$ cat src/aps_pkg.sv
`timescale 1ns / 1ps
`default_nettype none
// ----------------------------------------------------------------------------
// aps_pkg
// Shared types and constants of the archive path sanitizer.
// ----------------------------------------------------------------------------
package aps_pkg;

    // special bytes of an entry name
    localparam logic [7:0] C_NUL     = 8'h00;
    localparam logic [7:0] C_SLASH   = 8'h2F;
    localparam logic [7:0] C_BSLASH  = 8'h5C;
    localparam logic [7:0] C_COLON   = 8'h3A;
    localparam logic [7:0] C_DOT     = 8'h2E;
    localparam logic [7:0] C_UPPER_A = 8'h41;
    localparam logic [7:0] C_UPPER_Z = 8'h5A;
    localparam logic [7:0] C_LOWER_A = 8'h61;
    localparam logic [7:0] C_LOWER_Z = 8'h7A;

    // buffer capacity limits
    localparam logic [10:0] C_OUT_SIZE_RST = 11'd1024;
    localparam logic [10:0] C_MAX_OUT      = 11'd1024;

    // slack needed before the first separator (separator and terminator room)
    localparam logic [11:0] C_SLACK_FIRST = 12'd2;
    localparam logic [11:0] C_SLACK_LATER = 12'd1;

    // held component byte count that marks a streaming component
    localparam logic [1:0] C_CNT_STREAM = 2'd3;

    // position within a name
    typedef enum logic [2:0] {
        POS_FIRST  = 3'b001,
        POS_LETTER = 3'b010,
        POS_BODY   = 3'b100
    } t_pos;

    // all results caused by one item: bytes first, then an optional done
    typedef struct packed {
        logic [3:0][7:0] ch;
        logic [2:0]      nbytes;
        logic            done;
        logic            ok;
        logic [10:0]     len;
    } t_res_buf;

endpackage
`default_nettype wire

$ cat src/aps_core.sv
`timescale 1ns / 1ps
`default_nettype none
// ----------------------------------------------------------------------------
// aps_core
// Name state and the single-pass step logic for one name byte.
// ----------------------------------------------------------------------------
module aps_core (
    input  wire logic             i_clk,
    input  wire logic             i_rst_n,
    input  wire logic             i_go,
    input  wire logic [7:0]       i_ch,
    input  wire logic [10:0]      i_cap,
    output aps_pkg::t_res_buf     o_rb
);
    import aps_pkg::*;

    typedef struct packed {
        t_pos        pos;
        logic [7:0]  fb;
        logic [7:0]  h0;
        logic [7:0]  h1;
        logic [1:0]  cnt;
        logic [10:0] len;
        logic        rej;
        logic        sep;
    } t_name_st;

    typedef struct packed {
        t_name_st st;
        t_res_buf rb;
    } t_work;

    localparam t_name_st C_ST_CLEAR = '{
        pos: POS_FIRST, fb: 8'd0, h0: 8'd0, h1: 8'd0,
        cnt: 2'd0, len: 11'd0, rej: 1'b0, sep: 1'b0
    };

    t_name_st r_st;
    t_name_st n_st;
    t_res_buf n_rb;

    // emit one byte if the capacity allows, else reject the name
    function automatic t_work f_emit(t_work w, logic [7:0] c, logic [10:0] cap);
        t_work       r;
        logic [11:0] nxt;
        logic [11:0] slack;
        r     = w;
        nxt   = {1'b0, w.st.len} + 12'd1;
        slack = w.st.sep ? C_SLACK_LATER : C_SLACK_FIRST;
        if (!w.st.rej) begin
            if (nxt + slack > {1'b0, cap}) begin
                r.st.rej = 1'b1;
            end else begin
                r.rb.ch[w.rb.nbytes[1:0]] = c;
                r.rb.nbytes               = w.rb.nbytes + 3'd1;
                r.st.len                  = nxt[10:0];
            end
        end
        return r;
    endfunction

    // separator ahead of every component but the first
    function automatic t_work f_begin(t_work w, logic [10:0] cap);
        t_work r;
        r = w;
        if (w.st.len != 11'd0) begin
            r.st.sep = 1'b1;
            r = f_emit(r, C_SLASH, cap);
        end
        return r;
    endfunction

    // flush a short held component at a separator or the end
    function automatic t_work f_finish(t_work w, logic [10:0] cap);
        t_work r;
        r = w;
        if (w.st.cnt == 2'd1) begin
            if (w.st.h0 != C_DOT) begin
                r = f_begin(r, cap);
                r = f_emit(r, w.st.h0, cap);
            end
        end else if (w.st.cnt == 2'd2) begin
            if (w.st.h0 == C_DOT && w.st.h1 == C_DOT) begin
                r.st.rej = 1'b1;
            end else begin
                r = f_begin(r, cap);
                r = f_emit(r, w.st.h0, cap);
                r = f_emit(r, w.st.h1, cap);
            end
        end
        r.st.cnt = 2'd0;
        return r;
    endfunction

    // one byte of the name body
    function automatic t_work f_body(t_work w, logic [7:0] c, logic [10:0] cap);
        t_work r;
        r = w;
        if (c == C_SLASH || c == C_BSLASH) begin
            r = f_finish(r, cap);
        end else if (w.st.cnt == 2'd0) begin
            r.st.h0  = c;
            r.st.cnt = 2'd1;
        end else if (w.st.cnt == 2'd1) begin
            r.st.h1  = c;
            r.st.cnt = 2'd2;
        end else if (w.st.cnt == 2'd2) begin
            r = f_begin(r, cap);
            r = f_emit(r, w.st.h0, cap);
            r = f_emit(r, w.st.h1, cap);
            r = f_emit(r, c, cap);
            r.st.cnt = C_CNT_STREAM;
        end else begin
            r = f_emit(r, c, cap);
        end
        return r;
    endfunction

    // step logic for the held input byte
    always_comb begin
        t_work w;
        logic  go_on;
        logic  letter;
        w.st   = r_st;
        w.rb   = '0;
        go_on  = 1'b1;
        letter = (i_ch >= C_UPPER_A && i_ch <= C_UPPER_Z) ||
                 (i_ch >= C_LOWER_A && i_ch <= C_LOWER_Z);
        unique case (r_st.pos)
            POS_FIRST: begin
                if (letter) begin
                    w.st.fb  = i_ch;
                    w.st.pos = POS_LETTER;
                    go_on    = 1'b0;
                end else begin
                    w.st.pos = POS_BODY;
                end
            end
            POS_LETTER: begin
                w.st.pos = POS_BODY;
                if (i_ch == C_COLON) begin
                    go_on = 1'b0;
                end else begin
                    w = f_body(w, r_st.fb, i_cap);
                end
            end
            POS_BODY: begin
                go_on = 1'b1;
            end
            default: begin
                w.st.pos = POS_BODY;
            end
        endcase
        if (go_on) begin
            if (i_ch != C_NUL) begin
                w = f_body(w, i_ch, i_cap);
            end else begin
                w         = f_finish(w, i_cap);
                w.rb.done = 1'b1;
                w.rb.ok   = !w.st.rej && (w.st.len != 11'd0);
                w.rb.len  = w.st.len;
                w.st      = C_ST_CLEAR;
            end
        end
        n_st = w.st;
        n_rb = w.rb;
    end

    // name state register
    always_ff @(posedge i_clk) begin
        if (!i_rst_n) begin
            r_st <= C_ST_CLEAR;
        end else if (i_go) begin
            r_st <= n_st;
        end
    end

    assign o_rb = n_rb;

endmodule
`default_nettype wire

$ cat src/aps_out_buf.sv
`timescale 1ns / 1ps
`default_nettype none
// ----------------------------------------------------------------------------
// aps_out_buf
// Result register: holds the results of one item and hands them out one
// per cycle while the output is not stalled.
// ----------------------------------------------------------------------------
module aps_out_buf (
    input  wire logic             i_clk,
    input  wire logic             i_rst_n,
    input  wire logic             i_load,
    input  aps_pkg::t_res_buf     i_rb,
    output logic                  o_free,
    output logic                  o_out_valid,
    input  wire logic             i_out_stall,
    output logic [7:0]            o_out_ch,
    output logic                  o_done_res,
    output logic                  o_ok,
    output logic [10:0]           o_out_len
);
    import aps_pkg::*;

    t_res_buf   r_rb;
    logic [2:0] r_rd;
    logic [2:0] r_left;
    logic [2:0] n_rd;
    logic [2:0] n_left;
    logic       pop;
    logic       is_byte;

    assign pop    = (r_left != 3'd0) && !i_out_stall;
    assign o_free = (r_left == 3'd0) || (r_left == 3'd1 && pop);

    // read pointer and remaining count
    always_comb begin
        n_rd   = r_rd;
        n_left = r_left;
        if (i_load) begin
            n_rd   = 3'd0;
            n_left = i_rb.nbytes + {2'b00, i_rb.done};
        end else if (pop) begin
            n_rd   = r_rd + 3'd1;
            n_left = r_left - 3'd1;
        end
    end

    always_ff @(posedge i_clk) begin
        if (!i_rst_n) begin
            r_rd   <= 3'd0;
            r_left <= 3'd0;
        end else begin
            r_rd   <= n_rd;
            r_left <= n_left;
        end
    end

    // result payload
    always_ff @(posedge i_clk) begin
        if (i_load) begin
            r_rb <= i_rb;
        end
    end

    // bytes come first, the done item last
    assign is_byte     = r_rd < r_rb.nbytes;
    assign o_out_valid = r_left != 3'd0;
    assign o_out_ch    = is_byte ? r_rb.ch[r_rd[1:0]] : C_NUL;
    assign o_done_res  = !is_byte;
    assign o_ok        = is_byte ? 1'b0 : r_rb.ok;
    assign o_out_len   = is_byte ? 11'd0 : r_rb.len;

`ifndef ASSERT_OFF
    a_load_when_free : assert property (@(posedge i_clk) disable iff (!i_rst_n)
        i_load |-> o_free)
        else $error("result buffer loaded while still busy");

    a_count_track : assert property (@(posedge i_clk) disable iff (!i_rst_n)
        (r_left != 3'd0) |-> (r_rd + r_left == r_rb.nbytes + {2'b00, r_rb.done}))
        else $error("read pointer and remaining count disagree");

    a_done_last : assert property (@(posedge i_clk) disable iff (!i_rst_n)
        (o_out_valid && o_done_res) |-> (r_left == 3'd1 && r_rb.done))
        else $error("done item is not the last of its item");
`endif

endmodule
`default_nettype wire

$ cat src/archive_path_sanitizer_unit.sv
`timescale 1ns / 1ps
`default_nettype none
// ----------------------------------------------------------------------------
// archive_path_sanitizer_unit
// Streaming sanitizer for archive entry names, one name byte per item.
// ----------------------------------------------------------------------------
// flow: an accepted item waits in the input register, moves into the result
//   register once that is free, and its results are offered from there
// throughput: one item per cycle while each item gives at most one result and no
//   output stall; an item giving more holds the result register till all are taken
// reset: synchronous, active low; clears name state, empties both registers,
//   out_size returns to 1024
// ----------------------------------------------------------------------------
module archive_path_sanitizer_unit (
    input  wire logic        i_clk,
    input  wire logic        i_rst_n,
    input  wire logic        i_cfg_we,
    input  wire logic [10:0] i_cfg_data,
    input  wire logic        i_in_valid,
    output logic             o_in_stall,
    input  wire logic [7:0]  i_ch,
    output logic             o_out_valid,
    input  wire logic        i_out_stall,
    output logic [7:0]       o_out_ch,
    output logic             o_done_res,
    output logic             o_ok,
    output logic [10:0]      o_out_len
);
    import aps_pkg::*;

    logic [10:0] r_out_size;
    logic        r_in_valid;
    logic [7:0]  r_in_ch;
    logic [10:0] cap;
    logic        buf_free;
    logic        go;
    logic        in_take;
    t_res_buf    rb;

    // configuration register
    always_ff @(posedge i_clk) begin
        if (!i_rst_n) begin
            r_out_size <= C_OUT_SIZE_RST;
        end else if (i_cfg_we) begin
            r_out_size <= i_cfg_data;
        end
    end

    assign cap = (r_out_size > C_MAX_OUT) ? C_MAX_OUT : r_out_size;

    // input register
    assign go         = r_in_valid && buf_free;
    assign o_in_stall = r_in_valid && !buf_free;
    assign in_take    = i_in_valid && !o_in_stall;

    always_ff @(posedge i_clk) begin
        if (!i_rst_n) begin
            r_in_valid <= 1'b0;
        end else if (in_take) begin
            r_in_valid <= 1'b1;
        end else if (go) begin
            r_in_valid <= 1'b0;
        end
    end

    always_ff @(posedge i_clk) begin
        if (in_take) begin
            r_in_ch <= i_ch;
        end
    end

    // step logic and name state
    aps_core u_core (
        .i_clk   (i_clk),
        .i_rst_n (i_rst_n),
        .i_go    (go),
        .i_ch    (r_in_ch),
        .i_cap   (cap),
        .o_rb    (rb)
    );

    // result register
    aps_out_buf u_out_buf (
        .i_clk       (i_clk),
        .i_rst_n     (i_rst_n),
        .i_load      (go),
        .i_rb        (rb),
        .o_free      (buf_free),
        .o_out_valid (o_out_valid),
        .i_out_stall (i_out_stall),
        .o_out_ch    (o_out_ch),
        .o_done_res  (o_done_res),
        .o_ok        (o_ok),
        .o_out_len   (o_out_len)
    );

`ifndef ASSERT_OFF
    a_stall_needs_item : assert property (@(posedge i_clk) disable iff (!i_rst_n)
        o_in_stall |-> r_in_valid)
        else $error("input stalled with no item held");

    a_held_item_kept : assert property (@(posedge i_clk) disable iff (!i_rst_n)
        (r_in_valid && !go) |=> (r_in_valid && $stable(r_in_ch)))
        else $error("held input item lost or changed");

    a_reset_empty : assert property (@(posedge i_clk)
        !i_rst_n |=> (!o_out_valid && !o_in_stall))
        else $error("block not empty after reset");
`endif

endmodule
`default_nettype wire
$ cat config.mk
export PLATFORM = sky130hd
export DESIGN_NAME = archive_path_sanitizer_unit
export DESIGN_NICKNAME = d
export VERILOG_FILES = /design/src/aps_pkg.sv /design/src/aps_core.sv /design/src/aps_out_buf.sv /design/src/archive_path_sanitizer_unit.sv
export SDC_FILE = /design/constraint.sdc
export NUM_CORES = 1
export LEC_CHECK = 0
export BUFFER_PORTS_ARGS = -buffer_cell sky130_fd_sc_hd__buf_2
export CELL_PAD_IN_SITES_DETAIL_PLACEMENT = 1
export CELL_PAD_IN_SITES_GLOBAL_PLACEMENT = 2
export CORE_ASPECT_RATIO = 0.6
export CORE_MARGIN = 1.5
export CORE_UTILIZATION = 39
export CTS_CLUSTER_SIZE = 25
export DETAILED_ROUTE_END_ITERATION = 10
export GPL_TIMING_DRIVEN = 0
export PLACE_DENSITY_LB_ADDON = 0.1
export SYNTH_ARGS = -nofsm -noshare
export SYNTH_HDL_FRONTEND = slang
export SYNTH_HIERARCHICAL = 1
export SYNTH_SLANG_ARGS = --single-unit
$ cat constraint.sdc
create_clock -name i_clk -period 43.9 [get_ports i_clk]
set_input_delay 4.39 -clock i_clk [delete_from_list [all_inputs] [get_ports i_clk]]
set_output_delay 4.39 -clock i_clk [all_outputs]
set_load 0.005 [all_outputs]
# After elaboration in Yosys (flattened, before gate mapping)

Index checks and enable logic that the tools add are counted.

Output and inout bits: 23
Flip-flop bits (word level): 115
Input bits: 24
Logic and storage cells: 558

$add $sub $neg: 55
Eq/ne operators: 19
Bitwise operators: 4
Reductions and logical operators: 46
$lt $le $gt $ge: 58
Multiplexer cells: 356

Operators by type and width:

| kind                                                                         | count |
|---|---|
| 90-bit 2-to-1 mux                                                            | 53 |
| 35-bit 2-to-1 mux                                                            | 75 |
| 61-bit 2-to-1 mux                                                            | 15 |
| 12-bit 2-to-1 mux                                                            | 66 |
| 32-bit bitwise mux                                                           | 16 |
| 11-bit 2-to-1 mux                                                            | 27 |
| 8-bit demux with 2-bit select                                                | 16 |
| 12-bit by 11-bit greater-than comparator with 1-bit output                   | 19 |
| 11-bit by 1-bit adder with 12-bit output, second input constant              | 17 |
| 12-bit adder                                                                 | 17 |
| 8-bit 2-to-1 mux                                                             | 23 |
| 49-bit 2-to-1 mux                                                            | 3 |
| 19-bit 2-to-1 mux                                                            | 6 |
| 40-bit 2-to-1 mux                                                            | 2 |
| 79-bit 2-to-1 mux                                                            | 1 |
| 10-bit 2-to-1 mux                                                            | 6 |
| 8-bit by 6-bit == test with 1-bit output, second input constant              | 7 |
| 3-bit by 1-bit adder with 3-bit output, second input constant                | 17 |
| 2-bit by 3-bit less-than comparator with 1-bit output, second input constant | 17 |
| 11-bit nonzero test                                                          | 3 |
| 2-bit by 1-bit >= comparator with 1-bit output, second input constant        | 16 |
| 1-bit 2-to-1 mux                                                             | 27 |
| 1-bit logical AND                                                            | 26 |
| 12-bit by 1-bit adder with 12-bit output, second input constant              | 2 |
| 32 further kinds                                                             | 61 |

# Longest topological paths before layout

Gate-level depths: netlist of the first run.

Depth after elaboration: 117
Gate-level depth with buffers: 177
Depth with buffers taken out: 158

# By module

The synthesis of the first run kept the hierarchy.

By module, submodules not included:

| module                      | instances | cells each | sequential area each (um^2) | area an instance (um^2) |
|---|---|---|---|---|
| aps_core                    | 1         | 2896       | 840.8                       | 19327.3 |
| aps_out_buf                 | 1         | 134        | 1531.5                      | 2215.9 |
| archive_path_sanitizer_unit | 1         | 60         | 480.5                       | 777.0 |

# Least setup slack after synthesis of the first run

No wires, ideal clock.

Kind: flip-flop to flip-flop
From: register u_core/r_st[2] (netlist bit)
To: register u_out_buf/r_rb[39] (netlist bit), data pin
Clock period less this slack: 32.009 ns
Data arrival time: 31.755 ns
Buffers on the path: 21
Cell stages (with the launch flop): 164
Library setup time: 0.254 ns
Required time: 43.646 ns
Setup slack: 11.891 ns
Path through: dfxtp_1 buf_2 clkbuf_1 inv_1 ha_1 nand2b_1 nor3_4 o211ai_4 xor2_1 ha_1 a211oi_1 o21ai_1 a221o_1 o21ai_1 nand3_2 inv_2 clkbuf_1 nand2_1 (+128 left out) nand3_1 a211o_1 buf_4 xor2_1 ha_1 o21ai_0 nand2b_1 a21oi_1 nor2b_1 o21ai_0 a21oi_1 a31oi_2 and2_1 buf_2 nand2_1 o31ai_1 a2bb2oi_1 o21a_1

RTL lines:

| what                     | line              | text |
|---|---|---|
| start: declaration       | aps_core.sv:38    | `t_name_st r_st;` |
| start signal: assignment | aps_core.sv:174   | `r_st <= n_st;` |
| end signal: assignment   | aps_out_buf.sv:60 | `r_rb <= i_rb;` |
| end: declaration         | aps_out_buf.sv:23 | `t_res_buf r_rb;` |

==> out/results.md, run 1 <==
| Step | Item | Value |
| --- | --- | --- |
| die | Starting density of the core | 0.397 |
| logic synthesis | Share of the synthesized area in the top cell type | 0.0959 |
| worst hold path | Cell depth of the worst min-delay path | 2 |
| worst hold path | End of the worst hold path | u_out_buf/r_rd[2] |
| logic synthesis | EDFF count, synth | 55 |
| layout | Final layout net count | 3,367 |
| global route | Pin count of the biggest net entering global routing | 31 |
| critical path | Data arrival at the endpoint of the critical path | 42.35 ns |
| routing | Vias | 26,900 |
| routing | Initial DRC Count | 3,560 |
| logic synthesis | Average footprint of a synthesized cell | 7.22 um^2 |
| clock network | Number of sinks on the clock net | 115 |
| timing | Final Setup Violations | 0 |
| critical path | Crit path required time | 44.05 ns |
| routing | Average vias per placed instance | 6.84 |
| die | Area of the placeable core | 0.0562 mm^2 |
| logic synthesis | FFs w/ async S/R, synth | 0 |
| critical path | Peak per-stage delay on the critical path | 0.81 ns |
| routing | Number of remaining DRC errors | 0 |
| die | Number of placement rows | 67 |
| run status | Violations in the final reports | max-capacitance violations, max-slew violations |
| run status | Run status | finished, violations left |
| critical path | Library cell contributing the largest single delay on the critical path | sky130_fd_sc_hd__o21ai_1 |
| logic synthesis | Net count of the mapped netlist | 3,293 |
| clock network | Clock buffer count from CTS | 17 |
| logic synthesis | Most common cell in the netlist | sky130_fd_sc_hd__nor2_1 |
| timing | Max-slew headroom at the worst pin | -0.00764 |
| global route | Congestion Overflow GR | 0 |
| critical path | Maximum fanout encountered on the critical timing path | 10 |
| logic synthesis | Post-Synthesis Cells | 3,090 |
| timing | Number of hold violations in the final report | 0 |
| global route | Number of global-route vias before repair | 26,100 |
| logic synthesis | Cell type contributing the most total cell area after synthesis | sky130_fd_sc_hd__ha_1 |
| clock network | H-tree levels | 4 |
| routing | Average wire per standard cell | 30.9 um |
| logic synthesis | Cell variety after synth | 136 |
| logic synthesis | Flop and latch count out of synthesis | 115 |
| critical path | Setup slack, reg-to-reg | 1.71 ns |
| placed design | Post-DP HPWL | 97.7 mm |
| global route | Number of antenna violations at the first check in global routing | 4 |
| timing | Slew at the pin with the worst max-slew slack | 1.50 ns |
| placed design | GP Congestion | 1.04 |
| routing | Total Wirelength | 122 mm |
| timing | Number of pins exceeding their max-slew limit in the final report | 5 |
| clock network | CTS clk-pin slew, worst paths | 0.07 ns |
| critical path | FF-to-FF path depth | 155 |
| routing | Detailed Routing Iterations Pass 1 | 6 |
| critical path | Classification of the worst setup path | reg2reg |
| clock network | Worst-skew pair later-pin latency | 0.47 ns |
| flow run | Max-capacitance violation count | 1 |
| global route | GRT Overall Usage | 0.402 |
| logic synthesis | Count of synthesis-stage warnings from yosys | 6 |
| die | Die span in x | 312 um |
| timing | Setup repair after global routing missed its margin | no |
| logic synthesis | Sequential-to-total area share from yosys stat | 0.128 |
| logic synthesis | Top cells by area, synth | sky130_fd_sc_hd__ha_1, sky130_fd_sc_hd__edfxtp_1, sky130_fd_sc_hd__xnor2_1 |
| logic synthesis | Top flip-flop cell by instance count after synthesis | sky130_fd_sc_hd__dfxtp_1 |
| layout | Fill cells | 7,193 |
| clock network | Clock root buffer master | sky130_fd_sc_hd__clkbuf_16 |
| die | Die Footprint | 0.0587 mm^2 |
| clock network | Clock Tree Buf Depth | 2 |
| timing | Minimum period implied by the final worst setup slack | 42.19 ns |
| die | Chip height | 188 um |
| timing | Setup TNS | 0 ns |
| worst hold path | Type of the worst min-delay path | reg2reg |
| clock network | Hold Buf Count CTS | 0 |
| timing | Worst clock skew | 0.0160 ns |
| critical path | Element type at the critical path start | flip-flop |
| routing | DRT antenna net count | 0 |
| critical path | Worst setup path startpoint | u_core/r_st[2] |
| layout | Layout cell share with drive strength beyond 1 | 0.0888 |
| layout | Area growth, synth to finish | 8.76% |
| global route | Wire length of the first global-routing pass | 177 mm |
| logic synthesis | Synthesized area | 0.0223 mm^2 |
| critical path | Critical Path End Type | flip-flop |
| clock network | TritonCTS clock tree | yes |
| timing | Fraction of the cycle the final worst path needs | 0.961 |
| critical path | Most common cell on crit path | sky130_fd_sc_hd__ha_1 |
| critical path | Endpoint of the worst-slack reg-to-reg timing path | u_out_buf/r_rb[23] |
| critical path | Launch instance of the worst register-to-register path | u_core/r_st[2] |
| logic synthesis | Most used standard cells in the synthesized netlist | sky130_fd_sc_hd__nor2_1, sky130_fd_sc_hd__nand2_1, sky130_fd_sc_hd__a21oi_1, sky130_fd_sc_hd__o21ai_0, sky130_fd_sc_hd__ha_1 |
| placed design | I/O Buffers | 46 |
| timing | Peak clock frequency supported by timing | 23.7 MHz |
| worst hold path | Hold Startpoint | u_out_buf/r_rd[2] |
| die | I/O pin count | 47 |
layout by cell type, fill, tap and decap left out, types with 18 or more instances in the layout:
| cell | count |
|---|---|
| sky130_fd_sc_hd__o211ai_1 | 29 |
| sky130_fd_sc_hd__a211oi_1 | 47 |
| sky130_fd_sc_hd__o21ai_0 | 224 |
| sky130_fd_sc_hd__a221oi_1 | 28 |
| sky130_fd_sc_hd__a21o_1 | 34 |
| sky130_fd_sc_hd__a22oi_1 | 22 |
| sky130_fd_sc_hd__nor2b_1 | 63 |
| sky130_fd_sc_hd__a21oi_1 | 264 |
| sky130_fd_sc_hd__nand3_1 | 97 |
| sky130_fd_sc_hd__nand2b_1 | 26 |
| sky130_fd_sc_hd__clkbuf_1 | 135 |
| sky130_fd_sc_hd__nand2_1 | 286 |
| sky130_fd_sc_hd__o22ai_1 | 39 |
| sky130_fd_sc_hd__o21a_1 | 31 |
| sky130_fd_sc_hd__nor4_1 | 24 |
| sky130_fd_sc_hd__and2_1 | 45 |
| sky130_fd_sc_hd__a31oi_1 | 42 |
| sky130_fd_sc_hd__o221ai_1 | 18 |
| sky130_fd_sc_hd__nand4_1 | 61 |
| sky130_fd_sc_hd__dfxtp_1 | 60 |
| sky130_fd_sc_hd__ha_1 | 170 |
| sky130_fd_sc_hd__nor3_1 | 81 |
| sky130_fd_sc_hd__and3_1 | 30 |
| sky130_fd_sc_hd__mux2i_1 | 73 |
| sky130_fd_sc_hd__inv_1 | 95 |
| sky130_fd_sc_hd__buf_2 | 76 |
| sky130_fd_sc_hd__clkbuf_16 | 18 |
| sky130_fd_sc_hd__nor3b_1 | 26 |
| sky130_fd_sc_hd__edfxtp_1 | 55 |
| sky130_fd_sc_hd__a211o_1 | 18 |
| sky130_fd_sc_hd__xnor2_1 | 152 |
| sky130_fd_sc_hd__o21ai_1 | 20 |
| sky130_fd_sc_hd__xor2_1 | 54 |
| sky130_fd_sc_hd__nor2_1 | 291 |
metrics by stage:
stage / hold slack (ns) / instance area [um^2] / instances / setup slack, ns / utilization
after floorplan: 0.456 / 22300 / 3090 / 11.89 / -
after global placement: 0.472 / 23500 / 3895 / -1.23 / 0.418
after detailed placement: 0.497 / 23600 / 3901 / -1.39 / 0.420
after CTS: 0.510 / 24200 / 3933 / 0.0885 / 0.430
after global routing: 0.544 / 24300 / 3937 / 0.106 / 0.432
final: 0.505 / 24300 / 3938 / 1.71 / 0.432
final cells by class:
cell class | count | area, um^2 | area share
timing repair buffer | 56 | 310 | 0.0128
inverter | 102 | 383 | 0.0158
antenna | 2 | 5.00 | 0.000206
buffer | 197 | 827 | 0.0341
clock inverter | 14 | 116 | 0.00479
sequential | 115 | 2850 | 0.118
clock buffer | 18 | 450 | 0.0186
tap | 759 | 950 | 0.0391
multi-input combinational | 2675 | 18400 | 0.757
worst max-delay path: cells and delay by family (launching register included):
family | cells | cell delay [ns]
AOI/OAI and AO/OA | 40 | 11.84
xor gates and xnor gates | 16 | 4.32
buffers and inverters | 29 | 7.88
DFF | 1 | 0.35
and+or+nand+nor | 50 | 11.05
adders and majority gates | 16 | 5.04
muxes | 4 | 1.28
what timing repair did:
item                                    4_1_cts  5_1_grt
endpoints found under the setup margin       50       50
resized for setup                             6       24
pin swaps                                     0        1
buffers inserted                              0        3
registers in the layout, indices dropped and copies added (netlist names):
register	count
u_out_buf/r_rb	47
r_in_ch	8
u_out_buf/r_left	3
u_core/r_st	42
r_out_size	11
u_out_buf/r_rd	3
r_in_valid	1
per-layer routing:
layer,vias to the layer above,routed length (um),GRT usage,part of all wire
li1,11700,-,-,-
met1,13400,55700,0.587,0.46
met2,1625,46200,0.539,0.38
met3,152,17500,0.162,0.14
met4,4,2250,0.0878,0.019
met5,-,29,0,0.00024
cell families (layout without fill, tap and decap cells):
kind of cell | Yosys count | count (layout) | share of synthesized area
simple gates | 1150 | 1150 | 0.263
compound gates | 1029 | 1029 | 0.313
buf+inv | 300 | 387 | 0.0538
xor+xnor | 215 | 215 | 0.0881
fa+ha+maj | 181 | 181 | 0.104
flops | 115 | 115 | 0.128
mux | 100 | 100 | 0.0506
other cells | 0 | 2 | 0
worst max-delay path by stage:
stage                          end
2_1_floorplan   u_out_buf/r_rb[39]
6_report        u_out_buf/r_rb[23]
4_1_cts        u_out_buf/r_left[2]
5_1_grt        u_out_buf/r_left[2]
3_5_place_dp    u_out_buf/r_rb[39]
3_3_place_gp   u_out_buf/r_left[2]
Power of run 1 is left out: the tool's default activity adds up to more than one toggle a clock period on the data nets, which glitch-free logic cannot reach.
==> run 2, diff against run 1 <==
--- a/config.mk
+++ b/config.mk
@@ -14,6 +14,7 @@
 export CTS_CLUSTER_SIZE = 25
 export DETAILED_ROUTE_END_ITERATION = 10
 export GPL_TIMING_DRIVEN = 0
+export MAX_ROUTING_LAYER = met4
 export PLACE_DENSITY_LB_ADDON = 0.1
 export SYNTH_ARGS = -nofsm -noshare
 export SYNTH_HDL_FRONTEND = slang
==> out/results.md, run 2 (synthesis results as in run 1) <==
| Step | Item | Value |
| --- | --- | --- |
| run status | Run status | finished, final reports clean |
| die | Die span in x | 312 um |
| timing | Number of pins exceeding their max-slew limit in the final report | 0 |
| critical path | Element type at the critical path start | flip-flop |
| timing | Peak clock frequency supported by timing | 23.7 MHz |
| critical path | Maximum fanout encountered on the critical timing path | 11 |
| critical path | Launch instance of the worst register-to-register path | u_core/r_st[2] |
| die | Die Footprint | 0.0587 mm^2 |
| routing | DRT antenna net count | 0 |
| flow run | Max-capacitance violation count | 0 |
| placed design | GP Congestion | 1.05 |
| timing | Final Setup Violations | 0 |
| critical path | Library cell contributing the largest single delay on the critical path | sky130_fd_sc_hd__nor4b_4 |
| die | Area of the placeable core | 0.0562 mm^2 |
| layout | Fill cells | 7,080 |
| clock network | Worst-skew pair later-pin latency | 0.46 ns |
| routing | Total Wirelength | 120 mm |
| placed design | Post-DP HPWL | 96.9 mm |
| layout | Layout cell share with drive strength beyond 1 | 0.0882 |
| routing | Average vias per placed instance | 6.86 |
| routing | Detailed Routing Iterations Pass 1 | 6 |
| layout | Final layout net count | 3,366 |
| layout | Final instance area | 0.0243 mm^2 |
| critical path | Crit path required time | 44.29 ns |
| critical path | Classification of the worst setup path | reg2reg |
| die | Starting density of the core | 0.397 |
| global route | Number of antenna violations at the first check in global routing | 2 |
| timing | Number of hold violations in the final report | 0 |
| timing | Minimum period implied by the final worst setup slack | 42.23 ns |
| global route | Pin count of the biggest net entering global routing | 34 |
| routing | Vias | 27,000 |
| timing | Fraction of the cycle the final worst path needs | 0.962 |
| global route | GRT Overall Usage | 0.408 |
| placed design | Placed inst area | 0.0236 mm^2 |
| placed design | I/O Buffers | 46 |
| critical path | Data arrival at the endpoint of the critical path | 42.62 ns |
| clock network | Clock Tree Buf Depth | 2 |
| clock network | CTS clk-pin slew, worst paths | 0.07 ns |
| global route | Wire length of the first global-routing pass | 176 mm |
| routing | Average wire per standard cell | 30.5 um |
| clock network | H-tree levels | 4 |
| layout | Highest-count cells in the layout ignoring fill and taps | sky130_fd_sc_hd__nor2_1, sky130_fd_sc_hd__nand2_1, sky130_fd_sc_hd__a21oi_1, sky130_fd_sc_hd__o21ai_0, sky130_fd_sc_hd__ha_1 |
| critical path | Cell family with the largest share of critical-path delay | compound AO/OA/AOI/OAI gates |
| clock network | Clock root buffer master | sky130_fd_sc_hd__clkbuf_16 |
| die | Number of placement rows | 67 |
| routing | Initial DRC Count | 3,710 |
| critical path | Buffer and inverter count on the worst path | 30 |
| clock network | Clock buffer count from CTS | 17 |
| critical path | Setup slack, reg-to-reg | 1.67 ns |
| worst hold path | Hold Startpoint | u_out_buf/r_rd[2] |
| clock network | TritonCTS clock tree | yes |
| critical path | Most common cell on crit path | sky130_fd_sc_hd__ha_1 |
| timing | Max-slew headroom at the worst pin | 0.0509 |
| timing | Setup repair after global routing missed its margin | no |
| timing | Slew at the pin with the worst max-slew slack | 1.41 ns |
| timing | Worst clock skew | 0.0136 ns |
| layout | Register with the most flip-flops | u_out_buf/r_rb |
| critical path | Peak per-stage delay on the critical path | 0.65 ns |
| critical path | Critical Path End Type | flip-flop |
| layout | Largest registers | u_out_buf/r_rb (47), u_core/r_st (42), r_out_size (11) |
| die | Chip height | 188 um |
| clock network | Number of sinks on the clock net | 115 |
| layout | Number of flip-flops under the largest register name | 47 |
| worst hold path | Type of the worst min-delay path | reg2reg |
| global route | Congestion Overflow GR | 0 |
| routing | Number of remaining DRC errors | 0 |
| critical path | Worst setup path startpoint | u_core/r_st[2] |
| die | I/O pin count | 47 |
| layout | Area growth, synth to finish | 8.82% |
| layout | Most common library cell in the layout ignoring fill and taps | sky130_fd_sc_hd__nor2_1 |
| global route | Number of global-route vias before repair | 25,700 |
run 2: path summary, 6_finish.rpt:
kind / depth (start not counted) / endpoint
worst max-delay path: 161 / u_out_buf/r_left[2]
worst min-delay path: 2 / u_out_buf/r_rd[2]
worst min register to register: 2 / u_out_buf/r_rd[2]
worst max register to register: 161 / u_out_buf/r_left[2]
run 2: final cells by class:
type	instances	area, um^2	share of cell area
clock inverters	13	125	0.00515
repair buffers	55	312	0.0128
clock buffers	19	454	0.0187
flip-flops and latches	115	2850	0.117
inverters	102	383	0.0158
multi-input cells	2675	18400	0.757
diodes	3	7.51	0.000309
plain buffers	197	826	0.0340
well taps	759	950	0.0391
run 2: per-layer routing:
| metal | up-vias | GRT usage | wire [um] |
|---|---|---|---|
| li1 | 11700 | - | - |
| met1 | 13600 | 0.592 | 56300 |
| met2 | 1547 | 0.537 | 45700 |
| met3 | 165 | 0.139 | 15900 |
| met4 | 0 | 0.0724 | 2230 |
| met5 | - | - | 0 |
run 2: metrics by stage:
stage,util,setup slack (ns),TNS [ns],hold slack (ns),cells
final,0.432,1.67,0,0.513,3938
after global routing,0.432,0.0728,0,0.540,3936
after CTS,0.430,0.0448,0,0.515,3932
after detailed placement,0.420,-1.31,-28.52,0.503,3900
after global placement,0.418,-0.994,-7.67,0.475,3895
after floorplan,-,11.89,0,0.456,3090
run 2: what timing repair did:
item / 4_1_cts / 5_1_grt
buffers inserted: 0 / 3
pin swaps: 0 / 1
resized for setup: 6 / 20
hold buffers: 0 / 0
endpoints found under the setup margin: 50 / 50
endpoints found under the hold margin: 0 / 0
run 2: worst register-to-register path, delay by kind of cell (launching register included):
kind,cells,cell delay (ns)
AO/OA/AOI/OAI,44,11.90
AND/OR/NAND/NOR,49,10.96
buffers and inverters,30,8.48
adder cells (fa/ha/maj),18,5.30
XOR/XNOR,17,4.08
multiplexers,3,1.04
flip-flops,1,0.33
Power of run 2 is left out for the same reason.
